## config.mk

```make
export PLATFORM = sky130hd
export DESIGN_NAME = pcds_ctrl
export DESIGN_NICKNAME = d
export VERILOG_FILES = /design/src/hdl/pcds_pkg.sv /design/src/hdl/pcds_ctrl.sv
export VERILOG_INCLUDE_DIRS = /design/src /design/src/hdl
export SDC_FILE = /design/constraint.sdc
export NUM_CORES = 1
export LEC_CHECK = 0
export ABC_AREA = 0
export BUFFER_PORTS_ARGS = -buffer_cell sky130_fd_sc_hd__buf_2
export CAP_MARGIN = 10
export CORE_MARGIN = 1.5
export CORE_UTILIZATION = 43
export DETAILED_ROUTE_END_ITERATION = 8
export HOLD_SLACK_MARGIN = 0.02
export PLACE_DENSITY = 0.74
export SLEW_MARGIN = 20
export SYNTH_ARGS = -nofsm -noshare
export SYNTH_HDL_FRONTEND = slang
export SYNTH_SLANG_ARGS = --single-unit
```

## constraint.sdc

```tcl
create_clock -name clk -period 1.4 [get_ports clk]
set_input_delay 0 -clock clk [delete_from_list [all_inputs] [get_ports clk]]
set_output_delay 0 -clock clk [all_outputs]
set_load 0.05 [all_outputs]
```

## src/hdl/point_cull_depth_sorter_assert.svh

```systemverilog
// Assertion macros used by the point cull / depth sort sequencer (pcds_ctrl).
`ifndef POINT_CULL_DEPTH_SORTER_ASSERT_SVH
`define POINT_CULL_DEPTH_SORTER_ASSERT_SVH

// Same-cycle implication, checked out of reset.
`define PCDS_ASSERT_IMPLY(lbl, clk, rst_n, ante, cons, msg) \
    lbl: assert property (@(posedge clk) disable iff (!rst_n) (ante) |-> (cons)) \
        else $error(msg);

// Next-cycle implication, checked out of reset.
`define PCDS_ASSERT_NEXT(lbl, clk, rst_n, ante, cons, msg) \
    lbl: assert property (@(posedge clk) disable iff (!rst_n) (ante) |=> (cons)) \
        else $error(msg);

`endif

```

## src/hdl/pcds_pkg.sv

```systemverilog
// Shared types, constants and helpers for the point cull / depth sort block.
package pcds_pkg;

    localparam int MAX_POINTS_DEF = 4096;
    localparam int FRAC_BITS_DEF  = 16;

    localparam int COEF_W    = 32;
    localparam int OUT_IDX_W = 12;
    localparam int OUT_CNT_W = 13;

    // word kinds on the input stream
    localparam logic [1:0] KIND_COEF  = 2'd0;
    localparam logic [1:0] KIND_POINT = 2'd1;
    localparam logic [1:0] KIND_READ  = 2'd2;

    // which product sequence the shared multiplier is running
    typedef enum logic [1:0] {
        MODE_MOTION,
        MODE_VIEW,
        MODE_PROJ
    } mode_t;

    typedef struct packed {
        logic       take;      // input word accepted this cycle
        logic       mul_en;    // issue one product
        mode_t      mode;
        logic [3:0] step;      // product number within the sequence
        logic       ins_init;  // latch insert position from kept count
        logic       ins_read;  // read entry just above insert position
        logic       ins_shift; // move that entry down one slot
        logic       ins_place; // write the new key, bump kept count
        logic       rd_out;    // load the output word from the read data
    } pcds_cmd_t;

    typedef struct packed {
        logic drop;      // point would overflow the frame
        logic dyn;       // motion term enabled
        logic clip_pass; // clip-space test passed
        logic pos_zero;  // insert position at the head
        logic rd_less;   // entry above is nearer than the new key
    } pcds_status_t;

    function automatic logic signed [31:0] sat32(input logic signed [63:0] v);
        logic signed [31:0] r;
        if (v > 64'sh0000_0000_7FFF_FFFF)
            r = 32'sh7FFF_FFFF;
        else if (v < -64'sh0000_0000_8000_0000)
            r = 32'sh8000_0000;
        else
            r = v[31:0];
        return r;
    endfunction

endpackage

```

## src/hdl/pcds_ctrl.sv

```systemverilog
// Sequencer for the point cull / depth sort datapath.
`include "point_cull_depth_sorter_assert.svh"

module pcds_ctrl import pcds_pkg::*;
(
    input  logic         clk,
    input  logic         rst_n,
    input  logic         s_tvalid,
    output logic         s_tready,
    input  logic [1:0]   s_kind,
    output logic         m_tvalid,
    input  logic         m_tready,
    input  pcds_status_t status,
    output pcds_cmd_t    cmd
);

    typedef enum logic [3:0] {
        ST_IDLE,
        ST_MOTION,
        ST_VIEW,
        ST_PROJ,
        ST_DRAIN,
        ST_TEST,
        ST_INS_CHK,
        ST_INS_CMP,
        ST_RD_WAIT
    } state_t;

    state_t     state_reg, state_next;
    logic [3:0] step_reg, step_next;
    logic       m_tvalid_reg, m_tvalid_next;
    logic       take;

    assign s_tready = (state_reg == ST_IDLE) && (!m_tvalid_reg || m_tready);
    assign take     = s_tvalid && s_tready;
    assign m_tvalid = m_tvalid_reg;

    always_comb
    begin
        state_next    = state_reg;
        step_next     = step_reg;
        m_tvalid_next = m_tvalid_reg && !m_tready;
        cmd           = '0;
        cmd.take      = take;
        cmd.step      = step_reg;
        cmd.mode      = MODE_VIEW;
        case (state_reg)
            ST_IDLE:
            begin
                if (take)
                begin
                    step_next = '0;
                    case (s_kind)
                        KIND_POINT:
                        begin
                            if (!status.drop)
                                state_next = status.dyn ? ST_MOTION : ST_VIEW;
                        end
                        KIND_READ:  state_next = ST_RD_WAIT;
                        default:    state_next = ST_IDLE;
                    endcase
                end
            end
            ST_MOTION:
            begin
                cmd.mul_en = 1'b1;
                cmd.mode   = MODE_MOTION;
                step_next  = step_reg + 4'd1;
                if (step_reg == 4'd2)
                begin
                    step_next  = '0;
                    state_next = ST_VIEW;
                end
            end
            ST_VIEW:
            begin
                cmd.mul_en = 1'b1;
                cmd.mode   = MODE_VIEW;
                step_next  = step_reg + 4'd1;
                if (step_reg == 4'd15)
                    state_next = ST_PROJ;
            end
            ST_PROJ:
            begin
                cmd.mul_en = 1'b1;
                cmd.mode   = MODE_PROJ;
                step_next  = step_reg + 4'd1;
                if (step_reg == 4'd15)
                    state_next = ST_DRAIN;
            end
            ST_DRAIN:
                state_next = ST_TEST;
            ST_TEST:
            begin
                cmd.ins_init = 1'b1;
                state_next   = status.clip_pass ? ST_INS_CHK : ST_IDLE;
            end
            ST_INS_CHK:
            begin
                if (status.pos_zero)
                begin
                    cmd.ins_place = 1'b1;
                    state_next    = ST_IDLE;
                end
                else
                begin
                    cmd.ins_read = 1'b1;
                    state_next   = ST_INS_CMP;
                end
            end
            ST_INS_CMP:
            begin
                if (status.rd_less)
                begin
                    cmd.ins_shift = 1'b1;
                    state_next    = ST_INS_CHK;
                end
                else
                begin
                    cmd.ins_place = 1'b1;
                    state_next    = ST_IDLE;
                end
            end
            ST_RD_WAIT:
            begin
                cmd.rd_out    = 1'b1;
                m_tvalid_next = 1'b1;
                state_next    = ST_IDLE;
            end
            default:
                state_next = ST_IDLE;
        endcase
    end

    always_ff @(posedge clk or negedge rst_n)
    begin
        if (!rst_n)
        begin
            state_reg    <= ST_IDLE;
            step_reg     <= '0;
            m_tvalid_reg <= 1'b0;
        end
        else
        begin
            state_reg    <= state_next;
            step_reg     <= step_next;
            m_tvalid_reg <= m_tvalid_next;
        end
    end

    `PCDS_ASSERT_IMPLY(a_rd_slot_free, clk, rst_n, state_reg == ST_RD_WAIT, !m_tvalid_reg, "read result would overwrite a pending word")
    `PCDS_ASSERT_NEXT(a_read_waits, clk, rst_n, take && s_kind == KIND_READ, state_reg == ST_RD_WAIT, "read word did not start a memory read")
    `PCDS_ASSERT_NEXT(a_proj_drains, clk, rst_n, state_reg == ST_PROJ && step_reg == 4'd15, state_reg == ST_DRAIN, "projection did not drain")
    `PCDS_ASSERT_IMPLY(a_ins_onehot, clk, rst_n, 1'b1, $onehot0({cmd.ins_read, cmd.ins_shift, cmd.ins_place}), "conflicting insert commands")

endmodule

```

### Yosys cells after proc, flatten, opt, wreduce, memory -nomap -nowiden

Index checks and enable logic that the tools add are counted.

* flip-flop bits (word level): 9

* add/sub/neg operators: 1
* equality and inequality tests: 17
* muxes and demuxes: 25
* reductions and logical operators: 11

Operators by type and width (number)
* 4-bit one-hot mux with 8 select lines: 1
* 4-bit two-way mux: 7
* 4-bit by 3-bit == test with 1-bit output (second input constant): 4
* 4-bit by 2-bit == test with 1-bit output (second input constant): 3
* 4-bit one-hot mux with 3 select lines: 1
* 1-bit two-way mux: 9
* 3-bit two-way mux: 3
* 3-bit one-hot mux with 3 select lines: 1
* 4-bit == test (second input constant): 2
* 2-bit != test (second input constant): 4
* 4-bit one-hot mux with 2 select lines: 1
* 5-bit AND reduction: 1
* 4-bit by 1-bit adder with 4-bit output (second input constant): 1
* 4-bit by 1-bit == test with 1-bit output (second input constant): 1
* 4-bit logical NOT: 1
* 1-bit logical AND: 3
* 3-bit != test (second input constant): 1
* 3-bit nonzero test: 1
* 2-bit by 1-bit == test with 1-bit output (second input constant): 1
* 2-bit == test (second input constant): 1
* 1-bit logical NOT: 2
* 2-bit two-way mux: 1
* 1-bit one-hot mux with 2 select lines: 1
* 2-bit AND reduction: 1
* other kinds (2): 2

### Longest topological paths before layout

Gate-level depths: netlist (run 1).

* word-level depth: 6
* depth in mapped cells: 6

### Worst setup path after synthesis (run 1)

OpenSTA, ideal clock, no wires.

* path type: reg-to-output
* start: reg state_reg[1]
* end: out cmd[1] (netlist bit)
* arrival: 1867 ps
* setup slack: -467 ps
* cell stages (with the launch flop): 4
* cell sequence: dfrtp_1 > buf_6 > nand3b_2 > a211oi_1

RTL lines
* from (decl): RTL line pcds_ctrl.sv:29 `state_t state_reg, state_next;`
* from (signal assigned): RTL line pcds_ctrl.sv:145 `state_reg <= state_next;`
* to (decl): RTL line pcds_ctrl.sv:14 `output pcds_cmd_t cmd`

==> results.rst, run 1 <==
.. list-table::
   :header-rows: 1

   * - Metric
     - Value
   * - Antenna diode instance count
     - 0
   * - CP Launch Type
     - register
   * - Critical path cell sequence
     - buf_4 -> nor4b_4 -> buf_6
   * - Number of buffers and inverters on the critical path
     - 2
   * - Crit-path max cell delay
     - between 0.4 and 0.5 ns
   * - Complex-gate fraction of the synthesized area
     - about a quarter
   * - Detailed-route wire length per cell
     - 13.96 um
   * - Effective utilization at floorplan
     - 46.59%
   * - Num Clock Sinks
     - 9
   * - Total via count in the routed design
     - between 700 and 800
   * - Global-route usage over all layers
     - 21.78%
   * - Proportion of layout cells with a drive suffix above 1
     - about 50%
   * - Critical path data arrival time
     - roughly 1.4 ns
   * - Kind of critical path
     - reg2out
   * - Average cell area after synthesis
     - 8.758 um2
   * - Pleak
     - just over 0.5 nW
   * - Site Rows
     - 14
   * - Max Clock Freq
     - 0.7240 GHz
   * - Antenna violations before repair
     - 0
   * - Ranking of synthesized cells by area
     - dfrtp_1 (31%), ha_1 (7.0%), nor2_1 (4.7%), a311oi_1 (3.7%), nand3_1 (3.5%)
   * - Main combinational cell family by area after synthesis
     - compound AO/OA/AOI/OAI gates
   * - IR Drop Worst-Case VDD
     - 1.723 mV
   * - Final min period
     - between 1 and 1.5 ns
   * - Fraction of the mapped netlist area in simple logic gates
     - about a quarter
   * - Fraction of synthesis flops using an asynchronous set or reset pin
     - between 90% and 100%
   * - Final global-route overflow total
     - 0
   * - Post-synthesis cell area
     - 718.2 um2
   * - Required time of the critical path
     - 1.40 ns
   * - Synthesized Nets
     - 97
   * - Gpl congestion
     - 0.9149
   * - Cell type with the largest total area after synthesis
     - dfrtp_1
   * - Final Hold Vio Count
     - 0
   * - Clock Skews
     - 0.008353 ns
   * - Slowest stage cell on the critical path
     - dfrtp_2
   * - Kind of path behind the tightest hold check
     - in2async
   * - Run status
     - finished clean
   * - Maximum number of pins on one net before global-route repair
     - 12
   * - Detail-routed via count per cell
     - 5.772
   * - Share of the synthesized area in the top cell type
     - 31.36%
   * - Clock tree root driver cell
     - clkbuf_4
   * - Number of flops mapped to enable cells by yosys
     - 0
   * - Full die area
     - 1925 um2
   * - Net count of the finished layout
     - roughly 140
   * - Power Density
     - between 2000 and 2500 nW/um2
   * - # H-tree levels
     - 1
   * - Final Core Density
     - 69.81%
   * - Longest Clk Path Bufs
     - 2
   * - Largest delay contributor family on the critical path
     - flip-flops
   * - Actual slew at the worst max-slew pin
     - 0.3100 ns
   * - Antenna Nets Post-Route
     - 0
   * - Max_cap viols
     - 0
   * - Overall routed net length
     - about 1.9 mm
   * - Via count of the first global-routing pass
     - 742
   * - Horiz. Die Dim
     - 43.87 um
   * - Port buffer count
     - 25
   * - Violation count after the first detailed-route iteration
     - 20
   * - Final Max Tran Viols
     - 0
   * - Slew margin rel.
     - 79.20%
   * - Setup total negative slack
     - 0 ns
   * - Mux share of post-synthesis cell area
     - under 10%
   * - Final Setup Violations
     - 0
   * - Dpl hpwl
     - 1.439 mm
   * - Most common library cells after synthesis
     - dfrtp_1 (9), nor2_1 (9), inv_1 (5), nand3_1 (5), o21ai_1 (5)
   * - Synth Register Bits
     - 9
   * - Synth warnings
     - 0
   * - Clock transition at the registers of the reported paths
     - 0.07 ns
   * - Worst skew pair latency
     - 0.27 ns
   * - Clock tree from TritonCTS
     - yes
   * - Sequential share of the synthesized area
     - 31.36%
   * - Synth Area in XOR/XNOR
     - 0%
   * - Total I/O pin count
     - 26
   * - Dominant register cell in the synthesized netlist
     - dfrtp_1
   * - Synth cell types
     - 39
   * - RSZ-0062 raised after global routing
     - true
   * - Global-route wire length before repair
     - 3.111 mm
   * - DRC Markers
     - 0
   * - Endpoint kind of the worst setup timing path
     - primary output
   * - TritonCTS buffer count
     - 3
   * - Portion of the clock cycle consumed by the worst path in the final layout
     - 98.66%
   * - Area growth, synth to finish
     - 49.83%
   * - Adder and majority cell fraction of the synthesized area
     - 6.969%
   * - Placeable core region
     - ~1500 um2
   * - Floorplan die height
     - 43.87 um
   * - Crit-path max FO
     - 5
   * - Mapped Cells
     - 82
   * - First-pass iteration count of the detailed router
     - 4
==> power breakdown <==
group          internal, mW  switching (mW)
combinational         0.713            1.20
clock                 0.110          0.0958
sequential            0.379           0.132
==> kinds of logic after synthesis <==
logic type               Yosys count
flip-flops                         9
AND/OR/NAND/NOR                   32
multiplexers                       1
AO/OA/AOI/OAI                     26
buffers and inverters             10
adder cells (fa/ha/maj)            4
==> path summary, 6_finish.rpt <==
kind,cells after the start,start,end,slack [ns]
min,2,rst_n,step_reg[2]$_DFFE_PN0P_,0.10
max,3,state_reg[0]$_DFFE_PN0P_,cmd[0],0.02
min in group clk,3,s_tvalid,state_reg[3]$_DFFE_PN0P_,0.10
min reg2reg,1,m_tvalid$_DFF_PN0_,m_tvalid$_DFF_PN0_,0.50
max in group asynchronous,2,rst_n,state_reg[0]$_DFFE_PN0P_,1.10
max reg2reg,4,state_reg[1]$_DFFE_PN0P_,state_reg[0]$_DFFE_PN0P_,0.06
==> area by class of cell <==
class / count / area (um2)
Inverter: 5 / 18.77
Timing Repair Buffer: 39 / 276.5
Tap cell: 16 / 20.02
Sequential cell: 9 / 234.0
Clock buffer: 4 / 26.28
Fill cell: 118 / 465.4
Multi-Input combinational cell: 63 / 500.5
==> per-stage QoR <==
stage	std cells	power [mW]	area, um2	hold slack [ns]	setup slack, ns
after floorplan	82	1.791	757.0	-0.2956	-0.05429
after global placement	126	2.156	925.9	-0.1331	0.08919
after detailed placement	126	2.187	925.9	-0.1360	0.03704
after CTS	134	2.560	1042	0.08828	0.005249
after global routing	136	2.814	1076	0.1126	-0.05949
final	136	2.632	1076	0.1029	0.01878
==> placed cells by master (no fill, tap or decap), types with 3 or more instances in the layout <==
cell	count
buf_2	16
buf_4	16
nor2_1	9
dfrtp_2	7
nand3_1	5
o21ai_1	5
buf_6	5
inv_1	4
nand2b_1	3
a311oi_1	3
o31ai_1	3
ha_1	3
clkbuf_4	3
==> layer usage <==
metal	wire length (um)	GRT usage, %	vias up
li1	-	-	379
met1	843	29.27	366
met2	892	33.24	38
met3	142	7.083	2
met4	20	6.667	0
met5	0	0	-
==> timing repair <==
action,in CTS,in global routing
pin swaps,1,2
hold buffers,2,0
endpoints found under the setup margin,9,10
gates resized for setup,18,6
endpoints found under the hold margin,10,0
buffers inserted,2,2
No activity file was read; power rests on OpenSTA's default activity.
==> inputs of run 2 (changes only) <==
==> constraint.sdc (replaced) <==
create_clock -name clk -period 1.4 [get_ports clk]
set_input_delay 0.21 -clock clk [delete_from_list [all_inputs] [get_ports clk]]
set_output_delay 0.21 -clock clk [all_outputs]
set_load 0.05 [all_outputs]
==> results.rst, run 2 (same netlist as run 1, synthesis figures left out) <==
.. list-table::
   :header-rows: 1

   * - Metric
     - Value
   * - Largest delay contributor family on the critical path
     - flip-flops (unchanged)
   * - Longest Clk Path Bufs
     - 2 (unchanged)
   * - Critical path data arrival time
     - 1.42 ns (was 1.38 ns)
   * - Clock tree from TritonCTS
     - yes (unchanged)
   * - Seq. cell area
     - 236.5 um2 (was 234.0 um2)
   * - Final min period
     - 1.631 ns (was 1.381 ns)
   * - Antenna violations before repair
     - 0 (unchanged)
   * - Floorplan die height
     - 43.87 um (unchanged)
   * - Kind of critical path
     - reg2out (unchanged)
   * - Met2 WL post-DR
     - 1.536 mm (was 892 um)
   * - Critical path cell sequence
     - buf_6 -> nor4b_4 -> buf_6 (was buf_4 -> nor4b_4 -> buf_6)
   * - Number of buffers and inverters on the critical path
     - 2 (unchanged)
   * - Max_cap viols
     - 0 (unchanged)
   * - Area used by multi-input combinational logic
     - 609.3 um2 (was 500.5 um2)
   * - Port buffer count
     - 25 (unchanged)
   * - Power Density
     - 2510 nW/um2 (was 2446 nW/um2)
   * - Detailed-route wire length per cell
     - 20.10 um (was 13.96 um)
   * - Overall routed net length
     - 3.035 mm (was 1.898 mm)
   * - Antenna Nets Post-Route
     - 0 (unchanged)
   * - Crit-path max FO
     - 4 (was 5)
   * - Proportion of layout cells with a drive suffix above 1
     - 68.15% (was 50.83%)
   * - Run status
     - finished with violations (was finished clean)
   * - Total instance count after detailed placement
     - 136 (was 126)
   * - Detail-routed via count per cell
     - 6.172 (was 5.772)
   * - Slew margin rel.
     - 79.02% (was 79.20%)
   * - Endpoint kind of the worst setup timing path
     - primary output (unchanged)
   * - Violation count after the first detailed-route iteration
     - 30 (was 20)
   * - Final Max Tran Viols
     - 0 (unchanged)
   * - Most frequent cell on the critical path
     - buf_6
   * - Final Core Density
     - 89.69% (was 69.81%)
   * - TritonCTS buffer count
     - 3 (unchanged)
   * - Gpl congestion
     - 0.8096 (was 0.9149)
   * - Antenna diode instance count
     - 0 (unchanged)
   * - Pleak
     - 0.6187 nW (was 0.5073 nW)
   * - Net count of the finished layout
     - 151 (was 136)
   * - Final Setup Violations
     - 14 (was 0)
   * - DRC Markers
     - 0 (unchanged)
   * - Dpl hpwl
     - 1.604 mm (was 1.439 mm)
   * - Most used cells in the layout excluding fill and tap cells
     - buf_6 (21), buf_2 (15), buf_4 (14) (was buf_2 (16), buf_4 (16), nor2_1 (9))
   * - IR Drop Worst-Case VDD
     - 2.438 mV (was 1.723 mV)
   * - Final Hold Vio Count
     - 0 (unchanged)
   * - Violations in the final reports
     - setup timing
   * - Most common cell after layout, fill and taps aside
     - buf_6
   * - Routed length on met3
     - 249 um (was 142 um)
   * - Total via count in the routed design
     - 932 (was 785)
   * - Hold slack final
     - 0.2436 ns (was 0.1029 ns)
   * - Actual slew at the worst max-slew pin
     - 0.3126 ns (was 0.3100 ns)
   * - CP Launch Type
     - register (unchanged)
   * - Worst skew pair latency
     - 0.27 ns (about the same)
   * - Placeable core region
     - 1541 um2 (unchanged)
   * - Slowest stage cell on the critical path
     - dfrtp_2 (unchanged)
   * - Area growth, synth to finish
     - 92.51% (was 49.83%)
   * - Clock Skews
     - 0.002855 ns (was 0.008353 ns)
   * - Routed length on met1
     - 1.165 mm (was 843 um)
   * - RSZ-0062 raised after global routing
     - true (unchanged)
   * - Final global-route overflow total
     - 0 (unchanged)
   * - FILL cells
     - 66 (was 118)
   * - Via count of the first global-routing pass
     - 840 (was 742)
   * - Highest routed layer
     - met4 (unchanged)
   * - Post-Place Cell Area
     - 1056 um2 (was 925.9 um2)
   * - Total I/O pin count
     - 26 (unchanged)
   * - Site Rows
     - 14 (unchanged)
   * - Kind of path behind the tightest hold check
     - in2reg (was in2async)
   * - Clock transition at the registers of the reported paths
     - 0.06 ns (was 0.07 ns)
   * - # H-tree levels
     - 1 (unchanged)
   * - Global-route wire length before repair
     - 3.981 mm (was 3.111 mm)
   * - Horiz. Die Dim
     - 43.87 um (unchanged)
   * - Final critical-path setup slack
     - -0.2305 ns (was 0.01878 ns)
   * - First-pass iteration count of the detailed router
     - 4 (unchanged)
   * - Non-filler cells, final
     - 151 (was 136)
   * - Portion of the clock cycle consumed by the worst path in the final layout
     - 116.5% (was 98.66%)
   * - Maximum number of pins on one net before global-route repair
     - 11 (was 12)
   * - Global-route usage over all layers
     - 28.97% (was 21.78%)
   * - Finished Cell Area
     - 1383 um2 (was 1076 um2)
   * - Full die area
     - 1925 um2 (unchanged)
   * - Max Clock Freq
     - 0.6133 GHz (was 0.7240 GHz)
   * - Setup total negative slack
     - -1.851 ns (was 0 ns)
   * - Effective utilization at floorplan
     - 46.59% (unchanged)
   * - Num Clock Sinks
     - 9 (unchanged)
   * - Crit-path max cell delay
     - 0.45 ns (was 0.44 ns)
   * - Required time of the critical path
     - 1.19 ns (was 1.40 ns)
   * - Clock tree root driver cell
     - clkbuf_4 (unchanged)
==> run 2: changes by cell type in the layout (fill, tap and decap cells not counted), sizes merged <==
cell,delta
dlygate4sd3,-1
buf,+16
==> run 2: area by class of cell <==
| class | count | area share, % |
|---|---|---|
| multi-input cells | 63 | 44.07 |
| repair buffers | 54 | 34.12 |
| flip-flops and latches | 9 | 17.10 |
| clock buffers | 4 | 1.900 |
| well taps | 16 | 1.448 |
| inverters | 5 | 1.357 |
==> run 2: power breakdown <==
part / switching [mW] / internal (mW)
clock: 0.0995 / 0.110
combinational: 1.55 / 1.14
sequential: 0.189 / 0.381
total: 1.84 / 1.63
==> run 2: final timing paths <==
check	startpoint	to	slack, ns	depth (start not counted)
setup / recovery	state_reg[2]$_DFFE_PN0P_	cmd[0]	-0.23	3
hold / removal	m_tready	m_tvalid$_DFF_PN0_	0.24	3
setup reg to reg	state_reg[1]$_DFFE_PN0P_	state_reg[0]$_DFFE_PN0P_	-0.06	3
hold reg to reg	m_tvalid$_DFF_PN0_	m_tvalid$_DFF_PN0_	0.53	1
max in group asynchronous	rst_n	state_reg[1]$_DFFE_PN0P_	0.87	2
min in group asynchronous	rst_n	step_reg[2]$_DFFE_PN0P_	0.32	2
==> run 2: worst register-to-register path, cell delays in order (launching register included) <==
cell,delay [ns]
dfrtp_2,0.47
buf_4,0.18
a311o_1,0.38
o32ai_2,0.32
==> run 2: per-layer routing <==
metal / track usage, % / vias to the layer above
li1: - / 405
met1: 36.92 / 457
met2: 45.29 / 61
met3: 10.00 / 9
met4: 10.30 / 0
met5: 0 / -
==> run 2: repair_timing <==
| action | 4_1_cts | 5_1_grt |
|---|---|---|
| hold endpoints to repair | 9 | 0 |
| endpoints found under the setup margin | 14 | 17 |
| gates resized for setup | 42 | 18 |
| pin swaps | 17 | 10 |
| hold buffers | 1 | 0 |
| gates cloned | 0 | 0 |
| buffers inserted | 8 | 4 |
==> run 2: through the flow <==
stage	worst slack, ns	total power [mW]
final	-0.2305	3.471
after global routing	-0.2731	3.596
after CTS	-0.1823	3.146
after detailed placement	-0.07808	2.459
after global placement	-0.006411	2.404
after floorplan	-0.08274	1.921
==> inputs of run 3 (changes only) <==
- CORE_MARGIN: 1.5 -> 4
- SETUP_SLACK_MARGIN: default -> 0.02
==> results.rst, run 3 (same netlist as run 1, synthesis figures left out) <==
.. list-table::
   :header-rows: 1

   * - Metric
     - Value
   * - Clock tree root driver cell
     - clkbuf_4 (unchanged)
   * - Endpoint kind of the worst setup timing path
     - primary output (unchanged)
   * - Clock transition at the registers of the reported paths
     - 0.06 ns (about the same)
   * - Antenna diode instance count
     - 0 (unchanged)
   * - Sequential share of power
     - 16.4% (about the same)
   * - Longest Clk Path Bufs
     - 2 (unchanged)
   * - Crit-path max cell delay
     - 0.53 ns (was 0.45 ns)
   * - Fraction of power consumed by the clock network
     - 5.7% (was 6.0%)
   * - Worst setup timing slack at the placement stage
     - -0.1003 ns (was -0.07808 ns)
   * - Final min period
     - 1.609 ns (was 1.631 ns)
   * - Post-Place Cell Area
     - 1046 um2 (was 1056 um2)
   * - Combinational cell fraction of total power
     - 78.0% (was 77.5%)
   * - Actual slew at the worst max-slew pin
     - 0.3608 ns (was 0.3126 ns)
   * - Via count of the first global-routing pass
     - 969 (was 840)
   * - First-pass iteration count of the detailed router
     - 4 (unchanged)
   * - Max_cap viols
     - 0 (unchanged)
   * - Full die area
     - 2388 um2 (was 1925 um2)
   * - Most used cells in the layout excluding fill and tap cells
     - buf_4 (20), buf_2 (15), buf_6 (14) (was buf_6 (21), buf_2 (15), buf_4 (14))
   * - Seq. cell area
     - 236.5 um2 (unchanged)
   * - Floorplan die height
     - 48.87 um (was 43.87 um)
   * - IR Drop Worst-Case VDD
     - 2.068 mV (was 2.438 mV)
   * - Proportion of layout cells with a drive suffix above 1
     - 67.88% (was 68.15%)
   * - Detailed-route wire length per cell
     - 20.41 um (was 20.10 um)
   * - Final Max Tran Viols
     - 0 (unchanged)
   * - Switching Fraction
     - 51.84% (was 53.09%)
   * - Total via count in the routed design
     - 947 (was 932)
   * - Num Clock Sinks
     - 9 (unchanged)
   * - Horiz. Die Dim
     - 48.87 um (was 43.87 um)
   * - Final Setup Violations
     - 17 (was 14)
   * - Total instance count after detailed placement
     - 133 (was 136)
   * - Area growth, synth to finish
     - 93.21% (was 92.51%)
   * - Portion of the clock cycle consumed by the worst path in the final layout
     - 115.0% (was 116.5%)
   * - Slowest stage cell on the critical path
     - dfrtp_2 (unchanged)
   * - Gpl congestion
     - 0.8297 (was 0.8096)
   * - Finished Cell Area
     - 1388 um2 (was 1383 um2)
   * - Antenna violations before repair
     - 0 (unchanged)
   * - Antenna Nets Post-Route
     - 0 (unchanged)
   * - Power Density
     - 2574 nW/um2 (was 2510 nW/um2)
   * - Port buffer count
     - 25 (unchanged)
   * - Global-route usage over all layers
     - 25.36% (was 28.97%)
   * - Kind of path behind the tightest hold check
     - in2reg (unchanged)
   * - Largest delay contributor family on the critical path
     - flip-flops (unchanged)
   * - Slew margin rel.
     - 75.80% (was 79.02%)
   * - Run status
     - finished with violations (unchanged)
   * - # H-tree levels
     - 1 (unchanged)
   * - Critical path cell sequence
     - nand3b_4 -> a211oi_4 -> buf_6 (was buf_6 -> nor4b_4 -> buf_6)
   * - Final global-route overflow total
     - 0 (unchanged)
   * - RSZ-0062 raised after global routing
     - true (unchanged)
   * - Setup total negative slack
     - -2.322 ns (was -1.851 ns)
   * - CP Launch Type
     - register (unchanged)
   * - Violations in the final reports
     - setup timing (unchanged)
   * - Dpl hpwl
     - 1.573 mm (was 1.604 mm)
   * - Worst skew pair latency
     - 0.26 ns (was 0.27 ns)
   * - Final critical-path setup slack
     - -0.2093 ns (was -0.2305 ns)
   * - Clock tree from TritonCTS
     - yes (unchanged)
   * - Pleak
     - 0.6256 nW (was 0.6187 nW)
   * - Max Clock Freq
     - 0.6214 GHz (was 0.6133 GHz)
   * - Number of buffers and inverters on the critical path
     - 1 (was 2)
   * - DRC Markers
     - 0 (unchanged)
   * - Effective utilization at floorplan
     - 46.59% (unchanged)
   * - Required time of the critical path
     - 1.19 ns (about the same)
   * - Detail-routed via count per cell
     - 6.190 (was 6.172)
   * - Area used by multi-input combinational logic
     - 593.1 um2 (was 609.3 um2)
   * - Total I/O pin count
     - 26 (unchanged)
   * - Cell-internal power
     - 1.720 mW (was 1.628 mW)
   * - Final Hold Vio Count
     - 0 (unchanged)
   * - Site Rows
     - 14 (unchanged)
   * - FILL cells
     - 67 (was 66)
   * - Violation count after the first detailed-route iteration
     - 40 (was 30)
   * - Crit-path max FO
     - 7 (was 4)
   * - Net Sw Power
     - 1.852 mW (was 1.843 mW)
   * - Most common cell after layout, fill and taps aside
     - buf_4 (was buf_6)
   * - Maximum number of pins on one net before global-route repair
     - 10 (was 11)
   * - Critical path data arrival time
     - 1.40 ns (was 1.42 ns)
   * - Kind of critical path
     - reg2out (unchanged)
   * - Global-route wire length before repair
     - 4.747 mm (was 3.981 mm)
   * - Clock Skews
     - 0.003344 ns (was 0.002855 ns)
   * - Net count of the finished layout
     - 153 (was 151)
   * - Overall routed net length
     - 3.123 mm (was 3.035 mm)
   * - TritonCTS buffer count
     - 3 (unchanged)
   * - Placeable core region
     - 1541 um2 (unchanged)
   * - Final Core Density
     - 90.02% (was 89.69%)
   * - Non-filler cells, final
     - 153 (was 151)
-- run 3: per-stage QoR --
stage | hold WS, ns | total power, mW
after global placement | 0.06628 | 2.386
after CTS | 0.2244 | 3.213
final | 0.2347 | 3.572
after floorplan | -0.08559 | 1.921
after detailed placement | 0.07125 | 2.438
after global routing | 0.2479 | 3.742
-- run 3: path summary, 6_finish.rpt --
kind / start / to / slack (ns) / cells past startpoint
max: state_reg[1]$_DFFE_PN0P_ / cmd[1] / -0.21 / 3
min: m_tready / m_tvalid$_DFF_PN0_ / 0.23 / 3
max reg2reg: state_reg[1]$_DFFE_PN0P_ / state_reg[0]$_DFFE_PN0P_ / -0.15 / 5
min reg2reg: m_tvalid$_DFF_PN0_ / m_tvalid$_DFF_PN0_ / 0.50 / 1
max in group asynchronous: rst_n / state_reg[0]$_DFFE_PN0P_ / 0.88 / 2
min in group asynchronous: rst_n / step_reg[2]$_DFFE_PN0P_ / 0.32 / 2
-- run 3: area by class of cell --
class | instances | share of cell area (%)
multi-input combinational | 63 | 42.74
timing repair buffer | 56 | 35.53
sequential | 9 | 17.04
clock buffer | 4 | 1.894
tap | 16 | 1.443
inverter | 5 | 1.353
-- run 3: repair_timing --
| item | CTS | global route |
|---|---|---|
| setup buffers | 11 | 4 |
| pin swaps | 15 | 10 |
| hold buffers | 1 | 0 |
| gates cloned | 0 | 0 |
| resized for setup | 40 | 9 |
| setup endpoints to repair | 16 | 17 |
| endpoints found under the hold margin | 9 | 0 |
-- run 3: power groups by stage --
stage | Clock, mW | Combinational [mW] | Sequential (mW)
final | 0.202 | 2.78 | 0.585
after detailed placement | 0 | 1.88 | 0.559
after CTS | 0.201 | 2.47 | 0.543
after global routing | 0.217 | 2.93 | 0.594
after global placement | 0 | 1.84 | 0.548
after floorplan | 0 | 1.24 | 0.683
-- run 3: layer usage --
metal,GRT usage [%],share of wire (%),wire (um),vias up
met1,30.06,36,1133,462
met3,3.976,8.7,272,10
met5,0,0,0,-
met2,45.22,52,1625,64
met4,9.417,2.9,92,0
li1,-,-,-,411
-- run 3: worst min-delay path, cell delays in order --
cell    delay, ns
buf_2        0.10
inv_1        0.05
a21o_1       0.10
